[src/rtl/mcpw_pkg.sv]
`default_nettype none

package mcpw_pkg;

    // Default sizing of the timer table
    localparam int DEF_NUM_CLIENTS = 16;
    localparam int DEF_TIME_WIDTH  = 48;

    // Fixed field widths of the request and result channels
    localparam int CLIENT_W   = 4;
    localparam int AMOUNT_W   = 32;
    localparam int INTERVAL_W = 48;

    // Most wakes that one tick may raise
    localparam int MAX_RESULTS = 16;

    // Default interval: 25000 years of seconds-per-year units
    localparam logic [63:0] YEARS_DEFAULT  = 64'(25 * 1000);
    localparam logic [63:0] UNITS_PER_YEAR = 64'(86400 * 365);
    localparam logic [63:0] DEFAULT_INTERVAL = YEARS_DEFAULT * UNITS_PER_YEAR;

    // Request kinds
    typedef enum logic [1:0] {
        KIND_TICK         = 2'd0,
        KIND_SET_INTERVAL = 2'd1,
        KIND_SET_PRESENCE = 2'd2,
        KIND_START        = 2'd3
    } t_kind;

    // Sequencer states
    typedef enum logic [1:0] {
        ST_IDLE,
        ST_SCAN,
        ST_FLUSH
    } t_state;

endpackage

`default_nettype wire

[src/rtl/mcpw_slot_store.sv]
`default_nettype none

module mcpw_slot_store
    import mcpw_pkg::*;
#(
    parameter int NUM_CLIENTS = DEF_NUM_CLIENTS,
    parameter int TIME_WIDTH  = DEF_TIME_WIDTH,
    localparam int AW = (NUM_CLIENTS > 1) ? $clog2(NUM_CLIENTS) : 1
) (
    input  wire logic                  i_clk,
    input  wire logic                  i_rst_n,
    input  wire logic                  i_rd_en,
    input  wire logic [AW-1:0]         i_rd_addr,
    output logic      [TIME_WIDTH-1:0] o_rd_interval,
    output logic      [TIME_WIDTH-1:0] o_rd_next_due,
    input  wire logic                  i_wr_en,
    input  wire logic [AW-1:0]         i_wr_addr,
    input  wire logic [TIME_WIDTH-1:0] i_wr_interval,
    input  wire logic [TIME_WIDTH-1:0] i_wr_next_due
);

    localparam int TW = TIME_WIDTH;
    localparam logic [63:0]   TIME_MASK64 = ~64'd0 >> (64 - TW);
    localparam logic [TW-1:0] TIME_ONES   = {TW{1'b1}};
    localparam logic [TW-1:0] DEF_IV      =
        (DEFAULT_INTERVAL > TIME_MASK64) ? TIME_ONES : TW'(DEFAULT_INTERVAL);

    // One row per client: {interval, next_due}
    logic [2*TW-1:0]        r_mem [NUM_CLIENTS];
    logic [2*TW-1:0]        r_rd;
    logic [NUM_CLIENTS-1:0] r_valid;
    logic                   r_rd_valid;

    // Write and read the row array
    always_ff @(posedge i_clk) begin
        if (i_wr_en) begin
            r_mem[i_wr_addr] <= {i_wr_interval, i_wr_next_due};
        end
        if (i_rd_en) begin
            r_rd <= r_mem[i_rd_addr];
        end
    end

    // Track rows written since reset; sample the flag with the read
    always_ff @(posedge i_clk) begin
        if (!i_rst_n) begin
            r_valid    <= '0;
            r_rd_valid <= 1'b0;
        end else begin
            if (i_wr_en) begin
                r_valid[i_wr_addr] <= 1'b1;
            end
            if (i_rd_en) begin
                r_rd_valid <= r_valid[i_rd_addr];
            end
        end
    end

    // Substitute reset values for rows never written
    assign o_rd_interval = r_rd_valid ? r_rd[2*TW-1:TW] : DEF_IV;
    assign o_rd_next_due = r_rd_valid ? r_rd[TW-1:0]    : TIME_ONES;

endmodule

`default_nettype wire

[src/rtl/multi_client_periodic_wakeup.sv]
`default_nettype none

// Channel    Handshake                  Payload
// ---------  -------------------------  -----------------------------------------------
// request    i_in_valid / o_in_stall    i_kind, i_client, i_tick_amount,
//                                       i_interval_value, i_present_flag
// result     o_out_valid / i_out_stall  o_target_client, o_is_broadcast_start, o_last
//
// Set-interval and presence requests finish in idle without a scan. A tick with a nonzero
// amount or a start scans every slot, and the result side can stall the scan:
// the slot store has one read port and the scan reads one slot per cycle when not stalled.
// Synchronous active-low reset; no clearing pass, rows never written read as their
// reset values. New requests wait while a scan or its final result is pending.

module multi_client_periodic_wakeup
    import mcpw_pkg::*;
#(
    parameter int NUM_CLIENTS = DEF_NUM_CLIENTS,
    parameter int TIME_WIDTH  = DEF_TIME_WIDTH
) (
    input  wire logic                  i_clk,
    input  wire logic                  i_rst_n,
    input  wire logic                  i_in_valid,
    output logic                       o_in_stall,
    input  wire logic [1:0]            i_kind,
    input  wire logic [CLIENT_W-1:0]   i_client,
    input  wire logic [AMOUNT_W-1:0]   i_tick_amount,
    input  wire logic [INTERVAL_W-1:0] i_interval_value,
    input  wire logic                  i_present_flag,
    output logic                       o_out_valid,
    input  wire logic                  i_out_stall,
    output logic      [CLIENT_W-1:0]   o_target_client,
    output logic                       o_is_broadcast_start,
    output logic                       o_last
);

    localparam int TW   = TIME_WIDTH;
    localparam int AW   = (NUM_CLIENTS > 1) ? $clog2(NUM_CLIENTS) : 1;
    localparam int RW   = $clog2(NUM_CLIENTS + 1);
    localparam int CNTW = $clog2(MAX_RESULTS + 1);
    localparam logic [63:0]   TIME_MASK64 = ~64'd0 >> (64 - TW);
    localparam logic [TW-1:0] TIME_ONES   = {TW{1'b1}};
    localparam logic [TW-1:0] TIME_ONE    = TW'(1);

    function automatic logic [TW-1:0] sat_add(input logic [TW-1:0] a, input logic [TW-1:0] b);
        logic [TW:0] s;
        s = {1'b0, a} + {1'b0, b};
        return s[TW] ? TIME_ONES : s[TW-1:0];
    endfunction

    t_state               r_state;
    t_state               n_state;
    logic [TW-1:0]        r_time;
    logic [NUM_CLIENTS-1:0] r_present;
    logic                 r_start;
    logic [RW-1:0]        r_ra;
    logic                 r_pv;
    logic [AW-1:0]        r_pi;
    logic [CNTW-1:0]      r_cnt;
    logic                 r_hv;
    logic [CLIENT_W-1:0]  r_ht;
    logic                 r_hb;
    logic                 r_ov;
    logic [CLIENT_W-1:0]  r_ot;
    logic                 r_ob;
    logic                 r_ol;

    t_kind                kind;
    logic                 in_acc;
    logic                 cli_ok;
    logic [AW-1:0]        cli_idx;
    logic [TW-1:0]        iv_in;
    logic [TW-1:0]        amt;
    logic                 scan_req;
    logic                 out_free;
    logic                 st_idle;
    logic                 st_scan;
    logic                 st_flush;

    logic [TW-1:0]        rd_iv;
    logic [TW-1:0]        rd_nd;
    logic [TW-1:0]        add_a;
    logic [TW-1:0]        add_b;
    logic [TW-1:0]        nd_next;
    logic                 due;
    logic                 fire;
    logic                 go;
    logic                 proc_done;
    logic                 ra_done;
    logic                 issue;
    logic                 push_scan;
    logic                 push_flush;

    logic                 wr_en;
    logic [AW-1:0]        wr_addr;
    logic [TW-1:0]        wr_iv;
    logic [TW-1:0]        wr_nd;

    // Decode the incoming request
    assign kind     = t_kind'(i_kind);
    assign in_acc   = i_in_valid && !o_in_stall;
    assign cli_ok   = int'(i_client) < NUM_CLIENTS;
    assign cli_idx  = AW'(i_client);
    assign iv_in    = (64'(i_interval_value) > TIME_MASK64) ? TIME_ONES
                                                            : TW'(i_interval_value);
    assign amt      = TW'(i_tick_amount);
    assign scan_req = (kind == KIND_START) || (kind == KIND_TICK && i_tick_amount != '0);
    assign out_free = !r_ov || !i_out_stall;

    // Next state
    always_comb begin
        n_state = r_state;
        unique case (r_state)
            ST_IDLE: begin
                if (in_acc && scan_req) n_state = ST_SCAN;
            end
            ST_SCAN: begin
                if (ra_done && (!r_pv || go)) n_state = ST_FLUSH;
            end
            ST_FLUSH: begin
                if (!r_hv || out_free) n_state = ST_IDLE;
            end
            default: n_state = ST_IDLE;
        endcase
    end

    // State outputs
    always_comb begin
        st_idle  = 1'b0;
        st_scan  = 1'b0;
        st_flush = 1'b0;
        unique case (r_state)
            ST_IDLE:  st_idle  = 1'b1;
            ST_SCAN:  st_scan  = 1'b1;
            ST_FLUSH: st_flush = 1'b1;
            default:  st_idle  = 1'b0;
        endcase
    end

    assign o_in_stall = !st_idle;

    always_ff @(posedge i_clk) begin
        if (!i_rst_n) r_state <= ST_IDLE;
        else          r_state <= n_state;
    end

    // Slot being processed: check due time and compute the next one
    assign due     = r_present[r_pi] && (rd_nd != TIME_ONES) && (r_time >= rd_nd)
                     && (r_cnt < CNTW'(MAX_RESULTS));
    assign add_a   = (rd_iv == TIME_ONE) ? r_time   : rd_nd;
    assign add_b   = (rd_iv == TIME_ONE) ? TIME_ONE : rd_iv;
    assign nd_next = sat_add(add_a, add_b);
    assign fire    = r_pv && !r_start && due;

    // A second wake must first move the held one out
    assign go         = !(fire && r_hv) || out_free;
    assign proc_done  = r_pv && go;
    assign ra_done    = (r_ra == RW'(NUM_CLIENTS));
    assign issue      = st_scan && !ra_done && (!r_pv || go);
    assign push_scan  = proc_done && fire && r_hv;
    assign push_flush = st_flush && r_hv && out_free;

    // Store write: set-interval from idle, write-back from the scan.
    // The scan reads slot i+1 while writing slot i, so no entry overlaps.
    always_comb begin
        wr_en   = 1'b0;
        wr_addr = r_pi;
        wr_iv   = rd_iv;
        wr_nd   = nd_next;
        if (in_acc && kind == KIND_SET_INTERVAL && cli_ok) begin
            wr_en   = 1'b1;
            wr_addr = cli_idx;
            wr_iv   = iv_in;
            wr_nd   = (iv_in != '0) ? sat_add(r_time, iv_in) : TIME_ONES;
        end else if (proc_done && r_start) begin
            wr_en   = 1'b1;
            wr_nd   = (rd_iv != '0) ? rd_iv : TIME_ONES;
        end else if (proc_done && fire) begin
            wr_en   = 1'b1;
        end
    end

    mcpw_slot_store #(
        .NUM_CLIENTS(NUM_CLIENTS),
        .TIME_WIDTH (TIME_WIDTH)
    ) u_store (
        .i_clk         (i_clk),
        .i_rst_n       (i_rst_n),
        .i_rd_en       (issue),
        .i_rd_addr     (r_ra[AW-1:0]),
        .o_rd_interval (rd_iv),
        .o_rd_next_due (rd_nd),
        .i_wr_en       (wr_en),
        .i_wr_addr     (wr_addr),
        .i_wr_interval (wr_iv),
        .i_wr_next_due (wr_nd)
    );

    // Advance time on a tick, clear it on a start, track presence
    always_ff @(posedge i_clk) begin
        if (!i_rst_n) begin
            r_time    <= '0;
            r_present <= '0;
        end else if (in_acc) begin
            case (kind)
                KIND_TICK:         r_time <= sat_add(r_time, amt);
                KIND_START:        r_time <= '0;
                KIND_SET_PRESENCE: begin
                    if (cli_ok) r_present[cli_idx] <= i_present_flag;
                end
                default:           r_time <= r_time;
            endcase
        end
    end

    // Scan pointers and wake count
    always_ff @(posedge i_clk) begin
        if (!i_rst_n) begin
            r_ra    <= '0;
            r_pv    <= 1'b0;
            r_cnt   <= '0;
            r_start <= 1'b0;
        end else begin
            if (in_acc && scan_req) begin
                r_ra    <= '0;
                r_cnt   <= '0;
                r_start <= (kind == KIND_START);
            end else begin
                if (issue) r_ra <= r_ra + RW'(1);
                if (proc_done && fire) r_cnt <= r_cnt + CNTW'(1);
            end
            if (issue)          r_pv <= 1'b1;
            else if (proc_done) r_pv <= 1'b0;
        end
    end

    always_ff @(posedge i_clk) begin
        if (issue) r_pi <= r_ra[AW-1:0];
    end

    // Hold the newest result until the next one shows it was not the final one
    always_ff @(posedge i_clk) begin
        if (!i_rst_n) begin
            r_hv <= 1'b0;
        end else if (in_acc && kind == KIND_START) begin
            r_hv <= 1'b1;
        end else if (proc_done && fire) begin
            r_hv <= 1'b1;
        end else if (push_flush) begin
            r_hv <= 1'b0;
        end
    end

    always_ff @(posedge i_clk) begin
        if (in_acc && kind == KIND_START) begin
            r_ht <= '0;
            r_hb <= 1'b1;
        end else if (proc_done && fire) begin
            r_ht <= CLIENT_W'(r_pi);
            r_hb <= 1'b0;
        end
    end

    // Output register: load from the hold stage, drop when taken
    always_ff @(posedge i_clk) begin
        if (!i_rst_n) begin
            r_ov <= 1'b0;
        end else if (push_scan || push_flush) begin
            r_ov <= 1'b1;
        end else if (r_ov && !i_out_stall) begin
            r_ov <= 1'b0;
        end
    end

    always_ff @(posedge i_clk) begin
        if (push_scan || push_flush) begin
            r_ot <= r_ht;
            r_ob <= r_hb;
            r_ol <= push_flush;
        end
    end

    assign o_out_valid          = r_ov;
    assign o_target_client      = r_ot;
    assign o_is_broadcast_start = r_ob;
    assign o_last               = r_ol;

`ifndef SYNTHESIS
    a_idle_no_hold: assert property (@(posedge i_clk) disable iff (!i_rst_n)
        st_idle |-> !r_hv)
        else $error("held result left behind in idle");

    a_wake_limit: assert property (@(posedge i_clk) disable iff (!i_rst_n)
        r_cnt <= CNTW'(MAX_RESULTS))
        else $error("wake count beyond limit");

    a_pipe_order: assert property (@(posedge i_clk) disable iff (!i_rst_n)
        r_pv |-> (RW'(r_pi) + RW'(1)) == r_ra)
        else $error("scan read and process slots out of step");

    a_bcast_last: assert property (@(posedge i_clk) disable iff (!i_rst_n)
        (r_ov && r_ob) |-> (r_ol && r_ot == '0))
        else $error("start broadcast not a lone final result");
`endif

endmodule

`default_nettype wire
[config.mk]
export PLATFORM = sky130hd
export DESIGN_NAME = multi_client_periodic_wakeup
export DESIGN_NICKNAME = d
export VERILOG_FILES = /design/src/rtl/mcpw_pkg.sv /design/src/rtl/mcpw_slot_store.sv /design/src/rtl/multi_client_periodic_wakeup.sv
export SDC_FILE = /design/constraint.sdc
export NUM_CORES = 2
export LEC_CHECK = 0
export BUFFER_PORTS_ARGS = -buffer_cell sky130_fd_sc_hd__buf_2
export CORE_MARGIN = 8
export CORE_UTILIZATION = 30
export CTS_BUF_LIST = sky130_fd_sc_hd__clkbuf_8
export DETAILED_ROUTE_END_ITERATION = 12
export GPL_TIMING_DRIVEN = 1
export PLACE_DENSITY_LB_ADDON = 0.1
export SLEW_MARGIN = 5
export SYNTH_ARGS = -nofsm -noshare
export SYNTH_HDL_FRONTEND = slang
export SYNTH_SLANG_ARGS = --single-unit
[constraint.sdc]
create_clock -name i_clk -period 22.7 [get_ports i_clk]
set_input_delay 1.135 -clock i_clk [delete_from_list [all_inputs] [get_ports i_clk]]
set_output_delay 1.135 -clock i_clk [all_outputs]
set_load 0.1 [all_outputs]
## Word-level counts from Yosys, hierarchy flattened

Memory sizes are Yosys's and may differ from the RTL's. A register that Yosys moved wholly into a read port is not among the register bits.
Cells that the tools add are included.
Widths: inputs -> output; s select.

- Register bits: 112
- RAM bits: 1536
- Output and inout port bits: 8
- Memories: 1

Memories:

| memory | depth | width | read ports | clocked after memory_dff | wr ports | line | RTL |
|---|---|---|---|---|---|---|---|
| u_store.r_mem | 16 | 96 | 1 | 1 | 1 | mcpw_slot_store.sv:29 | `logic [2*TW-1:0] r_mem [NUM_CLIENTS];` |

- Add/sub/neg operators: 5
- Order comparisons: 8
- Eq/ne operators: 11
- Mux-type cells: 42
- Bitwise operators: 2
- Reduce and logical (&&, ||, !) cells: 50

Operators by type and width:

| kind | count |
|---|---|
| $mux 48 | 12 |
| $add 48x48->49 | 2 |
| $pmux 48 s2 | 1 |
| $reduce_bool 48->1 | 2 |
| $add 48x32->49 | 1 |
| $eq 48x1->1 const B | 1 |
| $ge 48x48->1 | 1 |
| $ne 48x48->1 const B | 1 |
| $reduce_bool 32->1 | 1 |
| $logic_and 1x1->1 | 23 |
| $lt 4x5->1 const B | 4 |
| $mux 1 | 19 |
| $bwmux 16 | 1 |
| $or 16x16->16 | 1 |
| $add 5x1->5 const B | 2 |
| $bmux 1 s4 | 2 |
| $demux 1 s4 | 2 |
| $ge 4x1->1 const B | 2 |
| $logic_not 1->1 | 8 |
| $eq 2x2->1 const B | 3 |
| $logic_or 1x1->1 | 6 |
| $mux 2 | 3 |
| $ne 2x2->1 const B | 3 |
| $pmux 2 s3 | 1 |
| 11 further kinds | 16 |

## Longest topological paths before layout

- Depth after elaboration: 16
- Depth in mapped cells: 22
- Gate-level depth less buffers: 19

## Hierarchy

Synthesis repeated with hierarchy kept, for this count alone.

- Cells, all modules: 4493
- Area, all modules: 76358.2 µm²

By module, submodules not included:

| module | instances | cells each | area an instance (µm²) | sequential area each (µm²) |
|---|---|---|---|---|
| mcpw_slot_store | 1 | 2401 | 61775.5 | 49347.3 |
| multi_client_periodic_wakeup | 1 | 2092 | 14582.7 | 2001.9 |

## Worst setup path before layout

OpenSTA, ideal clock, no wires.

- Path kind: flip-flop to flip-flop
- Start: reg u_store.r_rd_valid
- End: mem u_store.r_mem[10][0] (netlist name), enable pin
- Arrival time: 7.765 ns
- Setup slack: 14.351 ns
- Stages on the path, launching flop included: 14
- Cells stage by stage: dfxtp_1 clkbuf_1 clkbuf_1 clkbuf_1 nor2b_1 ha_1 nand4_1 nor4_1 nor3b_1 nor3b_1 a2111oi_2 nor3_1 o2111ai_1 a21oi_1

- Longest elaborated chain between the ends: 16
- Elaborated cells between the ends (all ways): 18
- Classes of those cells: order compare (1); eq/ne (1); mux (6); reduce/logical (10)

RTL lines:

| element | line | RTL |
|---|---|---|
| start: declaration | mcpw_slot_store.sv:32 | `logic r_rd_valid;` |
| start signal: assignment | mcpw_slot_store.sv:54 | `r_rd_valid <= r_valid[i_rd_addr];` |
| $mux 48 * | mcpw_slot_store.sv:61 | `assign o_rd_next_due = r_rd_valid ? r_rd[TW-1:0] : TIME_ONES;` |
| branches (longest 2 deep; another with $ge 48x48->1) | -- |  |
| $logic_and 1x1->1 * | multi_client_periodic_wakeup.sv:148 | `assign due = r_present[r_pi] && (rd_nd != TIME_ONES) && (r_time >= rd_nd)` |
| $logic_and 1x1->1 * | multi_client_periodic_wakeup.sv:149 | `&& (r_cnt < CNTW'(MAX_RESULTS));` |
| $logic_and 1x1->1 * | multi_client_periodic_wakeup.sv:153 | `assign fire = r_pv && !r_start && due;` |
| $logic_and 1x1->1 | multi_client_periodic_wakeup.sv:156 | `assign go = !(fire && r_hv) \|\| out_free;` |
| $logic_not 1->1 | multi_client_periodic_wakeup.sv:156 |  |
| $logic_or 1x1->1 | multi_client_periodic_wakeup.sv:156 |  |
| $logic_and 1x1->1 | multi_client_periodic_wakeup.sv:157 | `assign proc_done = r_pv && go;` |
| $logic_and 1x1->1 | multi_client_periodic_wakeup.sv:178 | `end else if (proc_done && fire) begin` |
| $mux 1 | multi_client_periodic_wakeup.sv:178 |  |
| $mux 1 * | multi_client_periodic_wakeup.sv:175 | `end else if (proc_done && r_start) begin` |
| $mux 1 * | multi_client_periodic_wakeup.sv:170 | `if (in_acc && kind == KIND_SET_INTERVAL && cli_ok) begin` |
| $mux 1 * | mcpw_slot_store.sv:36 | `if (i_wr_en) begin` |
| $mux 1 (implied by the code) * | mcpw_slot_store.sv:37 | `r_mem[i_wr_addr] <= {i_wr_interval, i_wr_next_due};` |
| end: declaration | mcpw_slot_store.sv:29 |  |

Mark *: on every way between the ends.

## Worst setup path in the final report

- Start: reg u_store.r_rd_valid
- End: mem u_store.r_mem[0][27] (netlist name), data pin

- Longest elaborated chain between the ends: 13
- Elaborated cells between the ends (all ways): 22
- Classes of those cells: add/sub (1); order compare (1); eq/ne (2); mux (8); reduce/logical (10)

RTL lines:

| element | line | RTL |
|---|---|---|
| branches (longest 11 deep; another with $add 48x48->49) | -- |  |
| $mux 48 * | multi_client_periodic_wakeup.sv:175 |  |
| $mux 48 * | multi_client_periodic_wakeup.sv:170 |  |
| net u_store.i_wr_next_due[27] | mcpw_slot_store.sv:19 | `input wire logic [TIME_WIDTH-1:0] i_wr_next_due` |

Mark *: on every way through the listed nets, which the timed path passes.

==> flow_summary.toml <==
[timing]
finalCriticalPeriod_ns = 8.26
worst_slew_pin_slew_ns = 1.34
hold_viol_final = 0
fin_ws_ns = 14.44
finalMaxSlewViolations = 0
fin_worst_skew_ns = 0.0994
post-route-period-util_pct = 36.4
tns_ns = 0
fmax_mhz = 121
slew_headroom_pct = 9.78
rsz0062_at_grt = "no"
setup_viol = 0

[worst_setup_path]
cp.depth = 22
cp.required_ns = 23.34
slowest_stage = "a21oi_1"
worst-setup-path-type = "flip-flop to flip-flop"
cp-end-kind = "flip-flop"
cp_common_cell = "buf_4"
reg2reg_depth = 22
path_cells = "buf_4 -> nor2b_1 -> inv_1 -> nor3_1 -> nand4_1 -> a2111oi_0 -> nand2_4 -> buf_4 -> nor2_1 -> a21oi_1 -> ha_1 -> and3_1 -> o2111a_1 -> a221o_1 -> a211o_1 -> a21oi_2 -> o21ai_2 -> o2bb2ai_2 -> or2_1 -> buf_4 -> o22ai_1 -> a21oi_1"
max_stage_delay_ns = 0.96
crit_arrival_ns = 8.90
crit_fanout = 94
cp_top_family = "compound AO/OA/AOI/OAI gates"
cp-start-kind = "flip-flop"
crit_buf_inv = 4

[yosys]
syn_area_mm2 = 0.0758
yosys_warnings = 0
yosysSeqAreaShare_pct = 67.8
ys_top_cells_by_count = "1642 x edfxtp_1, 490 x mux4_2, 240 x nand2_1"
async_reset_ff_share_pct = 0
ys_ff_latch = 1744
synthDistinctLibCells = 86
synth_ff_type = "edfxtp_1"
synth-edff-count = 1642
syn-mean-instance-area_um2 = 17.3
syn_inst = 4383
syn_nets = 4659
yosysTopAreaCellShare_pct = 65.1
yosysMostFrequentCell = "edfxtp_1"
yosysTopAreaCell = "edfxtp_1"
synth_area_leaders = "edfxtp_1 65%, mux4_2 15%, ha_1 3.0%"

[final_layout]
fin_cells = 8315
multi_input_area_mm2 = 0.0236
final_nets = 5015
final_area_mm2 = 0.0869
drive_gt1_share_pct = 24.1
nFillCells = 23800
seqCellArea_mm2 = 0.0514
area_growth_syn_to_layout_pct = 14.7

[placed_design]
gp_congestion = 0.884
dp_hpwl_um = 157000
place_area_mm2 = 0.0810
dp_slack_ns = 14.68
port_buffers = 98
dp_cells = 7759

[route]
wl_per_cell_um = 30.2
viasPerCell = 5.21
drt_first_iter_violations = 3497
ant_nets = 0
vias = 43300
drc = 0
first_pass_iters = 6
wirelength_um = 251000

[floorplanning]
initial_utilization_pct = 30.2
num_rows = 184
die_x_um = 519
fp.coreArea_mm2 = 0.251
pin_count = 99
die_h_um = 519
dieArea_mm2 = 0.269

[hold_path]
hold_path.class = "input pin to flip-flop"
hold_path_depth = 3

[cts]
ctsResizeCount = 0
post-cts-setup-buffers = 0
cts_tree = "built"
cts.clk_slew.worst_paths_ns = 0.07
cts-hold-fix-buffers = 0
clock-root-buffer = "clkbuf_8"
insertion_delay_ns = 1.07
cts_buffers = 326
h-tree-depth = 5
clock_path_buffers = 4
clock_sinks = 1744

[pwr]
vdd_drop_max_mv = 0.0560
p_leak_nw = 28.1
p_per_area_mw_per_mm2 = 78.1

[global_route]
grt_antenna_before_repair = 12
grt_pass1_wl_um = 353000
grt.overflow.total = 0
grt_max_degree = 98
grt_pass1_vias = 44600
grt_usage_pct = 18.2

[run_status]
status = "finished, final reports clean"

[flow_run]
maxCapViolations = 0
## tightest hold or removal path, cell delays in order
cell	delay (ns)
buf_2	0.11
nand2_1	0.08
a21boi_0	0.07
## per-stage QoR
stage          power (W)  utilization (%)  hold WS (ns)
2_1_floorplan    0.00388                -         0.408
3_3_place_gp     0.00406             32.3         0.437
3_5_place_dp     0.00406             32.3         0.436
4_1_cts          0.00689             34.6         0.259
5_1_grt          0.00705             34.6         0.334
6_report         0.00678             34.6         0.408
## routing by layer
| metal | GRT usage, % | vias up | part of all wire [%] |
|---|---|---|---|
| met5 | 0 | - | 0.0052 |
| met4 | 5.05 | 2 | 2.6 |
| met3 | 2.92 | 334 | 4.8 |
| met2 | 29.5 | 1301 | 47 |
| met1 | 25.5 | 23100 | 45 |
| li1 | - | 18600 | - |
## placed cells by master (no fill, tap or decap), types with 21 or more instances in the layout
| cell | count |
|---|---|
| nand4_1 | 50 |
| nor2b_1 | 74 |
| nand2b_1 | 25 |
| a21o_1 | 81 |
| o21a_1 | 34 |
| clkinv_2 | 26 |
| a211oi_1 | 21 |
| nor4_1 | 41 |
| nand3_1 | 51 |
| buf_4 | 120 |
| xnor2_1 | 70 |
| inv_1 | 194 |
| a31oi_1 | 27 |
| nor2_1 | 183 |
| mux4_2 | 490 |
| xor2_1 | 43 |
| ha_1 | 182 |
| nor3_1 | 24 |
| and3_1 | 31 |
| dfxtp_1 | 98 |
| edfxtp_1 | 1642 |
| a21oi_1 | 204 |
| clkbuf_8 | 346 |
| clkinv_1 | 53 |
| nand2_1 | 238 |
| buf_2 | 98 |
| o21ai_0 | 144 |
## state kept, by name, indices dropped and copies added, names as in the netlist, 2 cells and up
signal	cells
r_cnt	5
r_present	16
r_state	2
r_time	48
r_ht	4
r_pi	4
u_store.r_valid	16
o_target_client	4
u_store.r_mem	1536
r_ra	5
u_store.r_rd	96
## final timing paths
| check | startpoint | end | slack [ns] |
|---|---|---|---|
| worst max register to register | u_store.r_rd_valid | u_store.r_mem[0][27] | 14.44 |
| worst min register to register | r_ht[1] | o_target_client[1] | 0.41 |
| worst min-delay path | i_out_stall | o_out_valid | 0.41 |
| worst max-delay path | u_store.r_rd_valid | u_store.r_mem[0][27] | 14.44 |
## area by class of cell
| class | instances | area share [%] |
|---|---|---|
| clock buffers | 346 | 5.48 |
| well taps | 3348 | 4.82 |
| diodes | 7 | 0.0202 |
| multi-input cells | 2350 | 27.1 |
| flip-flops and latches | 1744 | 59.1 |
| clock inverters | 203 | 1.22 |
| repair buffers | 226 | 1.79 |
| inverters | 91 | 0.408 |
## where the power goes
part / switching (W) / total [W] / internal [W]
logic: 0.000257 / 0.000414 / 0.000157
clock network: 0.00131 / 0.00280 / 0.00149
registers: 0.0000324 / 0.00357 / 0.00354
## logic make-up (layout without fill, tap and decap cells)
logic type / count (synthesis) / in the layout / share of synthesized area [%]
fa+ha+maj: 186 / 186 / 3.10
other cells: 0 / 7 / 0
compound gates: 737 / 737 / 6.21
xor+xnor: 113 / 113 / 1.31
mux: 519 / 519 / 15.0
buf+inv: 289 / 866 / 1.50
simple gates: 795 / 795 / 5.13
flops: 1744 / 1744 / 67.8
Note: power is estimated with default switching activity, not from simulation.
